===== config.mk =====
export PLATFORM = sky130hd
export DESIGN_NAME = zsw_ram
export DESIGN_NICKNAME = d
export VERILOG_FILES = /design/src/design/zsw_ram.sv
export SDC_FILE = /design/constraint.sdc
export NUM_CORES = 2
export LEC_CHECK = 0
export CORE_MARGIN = 2
export CORE_UTILIZATION = 50
export DETAILED_ROUTE_END_ITERATION = 12
export DONT_BUFFER_PORTS = 1
export MAX_ROUTING_LAYER = met4
export PLACE_DENSITY = 0.66
export SETUP_SLACK_MARGIN = 0.2
export SLEW_MARGIN = 15
export SYNTH_ARGS = -nofsm -noshare
export SYNTH_HDL_FRONTEND = slang
export SYNTH_SLANG_ARGS = --single-unit

===== constraint.sdc =====
create_clock -name clk -period 3.7 [get_ports clk]
set_clock_uncertainty 0.05 [all_clocks]
set_input_delay 0.74 -clock clk [delete_from_list [all_inputs] [get_ports clk]]
set_output_delay 0.74 -clock clk [all_outputs]
set_load 0.01 [all_outputs]

===== src/design/zsw_ram.sv =====
// Generic single-write, single-read RAM with registered read data.
module zsw_ram #(
	parameter int WIDTH = 8,
	parameter int DEPTH = 480,
	localparam int AW = (DEPTH > 1) ? $clog2(DEPTH) : 1
) (
	input  logic             clk,
	input  logic             we,
	input  logic [AW-1:0]    waddr,
	input  logic [WIDTH-1:0] wdata,
	input  logic             re,
	input  logic [AW-1:0]    raddr,
	output logic [WIDTH-1:0] rdata
);

	logic [WIDTH-1:0] mem [DEPTH];

	always_ff @(posedge clk) begin
		if (we) begin
			mem[waddr] <= wdata;
		end
		if (re) begin
			rdata <= mem[raddr];
		end
	end

endmodule


==> summary.md <==
| Metric | Value |
|---|---|
| CTS Buffer Depth | 4 |
| Via density | 6.56 |
| Number of synthesized flops with an enable pin | 3,848 |
| Die area | 0.304 sq mm |
| Synth area leader | edfxtp_1 |
| WHS | 0.0634 ns |
| Slew HR | -49.6% |
| Met2 usage in global routing | 43.4% |
| Core ar. | 0.298 sq mm |
| Part of the cycle the worst path needs | 95.9% |
| CTS tree | yes |
| Top-area cell type share of the netlist area | 77.2% |
| Port-buffer cells | 0 |
| Largest cells by area after synthesis | edfxtp_1 77%, mux4_2 14%, mux2i_1 1.6% |
| Post-layout min period | 3.55 ns |
| Avg WL per Cell | 36.2 um |
| Post-DP HPWL | 252,000 um |
| Total Wirelength | 436,000 um |
| Grt ovf | 0 |
| Final hold vios | 0 |
| Die Wd | 551 um |
| Setup TNS | 0 ns |
| Sink Count | 3,848 |
| Post-route cell area | 0.172 sq mm |
| Data required time of the worst path | 4.35 ns |
| Synthesized flop and latch total | 3,848 |
| Netlist cell types | 68 |
| Peak Freq | 0.282 GHz |
| Final #Nets | 7,823 |
| Status | finished, violations left |
| CP endpoint kind | flop |
| Static Leak | 54.5 nW |
| PD cells | 525 mW/mm^2 |
| Root buf cell | clkbuf_16 |
| Ports | 37 |
| Worst-skew pair later-pin latency | 0.92 ns |
| Failing checks | slew limit |
| Layout cell share with drive strength beyond 1 | 28.8% |
| Main synth FF type | edfxtp_1 |
| Worst-path fanout max | 64 |
| Worst-margin pin slew | 2.24 ns |
| Max rail drop VDD | 0.476 mV |
| Met1 global-route usage | 39.3% |
| Post-synthesis cell area | 0.150 sq mm |
| Largest net degree at the start of global routing | 758 |
| Buffer count from post-CTS setup fixing | 0 |
| Number of antenna violations at the first check in global routing | 28 |
| Number of buffers created by CTS | 381 |
| Syn Nets | 7,047 |
| Post-synthesis async set-or-reset flop share | 0% |
| Type of the most critical hold path | input pin to flop |
| DP Area | 0.159 sq mm |
| Sequential-to-total area share from yosys stat | 77.2% |
| Final Max Slew Viols | 624 |
| Critical Path AT | 4.20 ns |
| Mean Syn Cell Area | 21.3 sq um |
| H-tree depth | 5 |
| Number of global-route vias before repair | 77,100 |
| Max cap viols | 0 |
| Antenna Nets Post-Route | 0 |
| RSZ-0062 raised after global routing | no |
| Register Area | 0.116 sq mm |
| First-pass GRT wire length | 599,000 um |
| Gpl congestion | 0.900 |
| Clock transition at the registers of the reported paths | 0.06 ns |
| Footprint of the multi-input gates | 0.0317 sq mm |
| Drt drc | 0 |
| Drt initial violations | 13,400 |
| Setup Crit Path Kind | input pin to flop |
| Row count | 200 |
| Vias | 79,100 |
| GR peak layer | met2 |
| Synth Warn # | 0 |
| Cells after Synth | 7,018 |
| Initial Utilization | 50.3% |
| # fillers | 21,300 |
| GR Util met3 | 5.88% |
| Die Span Y | 551 um |
| Worst setup SP type | input pin |
| Pre-Repair DR Iteration Count | 6 |
| Final setup fails | 0 |
| Gr usage total | 29.0% |
| P&R area growth vs syn | 14.8% |
where the power goes:
| group | internal (mW) | switching [mW] | total (mW) |
|---|---|---|---|
| Clock | 21.2 | 16.4 | 37.6 |
| Combinational | 1.77 | 2.72 | 4.49 |
| Sequential | 48.1 | 0.0536 | 48.1 |
cell families after synthesis:
| kind of cell | count (synthesis) | synth area share (%) |
|---|---|---|
| simple gates | 1021 | 2.91 |
| flops | 3848 | 77.2 |
| buf+inv | 447 | 1.83 |
| compound gates | 516 | 2.46 |
| mux | 1186 | 15.6 |
placed cells by master, fill, tap and decap left out, drive strengths merged, types with 6 or more instances in the layout:
master,n
diode,24
o311ai,6
buf,816
a31oi,23
o22a,6
bufinv,29
o221ai,45
a22oi,104
or3,6
and3,17
a211oi,37
nand3,45
clkinvlp,13
o22ai,58
a2111oi,19
mux2i,245
edfxtp,3848
o21ai,48
a221oi,16
dlygate4sd3,9
clkbuf,473
nor2b,24
and2,17
nor3,41
nand4,39
a22o,16
o32ai,6
inv,16
mux4,920
clkinv,162
nor2,555
a21oi,68
nor4,11
nand2b,9
nand2,231
mux2,21
nor3b,6
o211ai,17
a311oi,15
flip-flops by register name, indices dropped and copies added, names as in the netlist:
register and count:
rdata 8, mem 3840
final timing paths:
check,end,startpoint,slack (ns),depth (start not counted)
setup / recovery,rdata[1],raddr[1],0.15,12
hold / removal,rdata[4],raddr[8],0.06,1
setup reg to reg,rdata[0],mem[400][0],0.77,5
hold reg to reg,rdata[7],mem[83][7],1.04,6
timing repair:
item	CTS	global route
endpoints found under the hold margin	29	177
resized for setup	0	9
setup endpoints to repair	0	8
hold buffers	4	9
routing by layer:
| metal | part of all wire, % | wire (um) | vias to the layer above |
|---|---|---|---|
| li1 | - | - | 30900 |
| met1 | 37 | 159000 | 41800 |
| met2 | 47 | 204000 | 5358 |
| met3 | 12 | 50900 | 926 |
| met4 | 5.1 | 22200 | 0 |
| met5 | 0 | 0 | - |
cell type report:
type                    instances  share of cell area [%]
clock inverters               212                    1.14
flip-flops and latches       3848                    67.2
inverters                       8                  0.0248
well taps                    3939                    2.87
multi-input cells            2723                    18.4
repair buffers                832                    4.46
diodes                         24                  0.0349
clock buffers                 466                    5.81
metrics by stage:
stage / util (%) / power, mW / std cells / worst slack (ns)
floorplan: - / 51.3 / 7018 / 0.614
global placement: 53.5 / 52.7 / 11300 / -0.526
CTS: 57.5 / 89.7 / 12000 / 0.410
finish: 57.8 / 90.2 / 12100 / 0.151
global route: 57.7 / 92.1 / 12000 / 0.234
detailed placement: 53.5 / 52.8 / 11300 / -0.540
synthesized netlist by cell type (45+ instances only):
library cell / count
a21oi_1: 68
a22oi_1: 104
buf_2: 82
buf_6: 73
clkbuf_1: 199
edfxtp_1: 3848
mux2i_1: 245
mux4_2: 920
nand2_1: 231
nand3_1: 45
nor2_1: 555
o21ai_0: 47
o221ai_1: 45
o22ai_1: 57
critical path: stages:
cell and delay (ns):
buf_16 0.22, buf_16 0.28, buf_16 0.27, nand2b_4 0.33, buf_12 0.28, buf_4 0.18
o22ai_2 0.22, nor3_1 0.09, nor3_1 0.39, nand4b_1 0.15, o41a_1 0.52, nor4_1 0.35
Note: power is estimated with default switching activity, not from simulation.
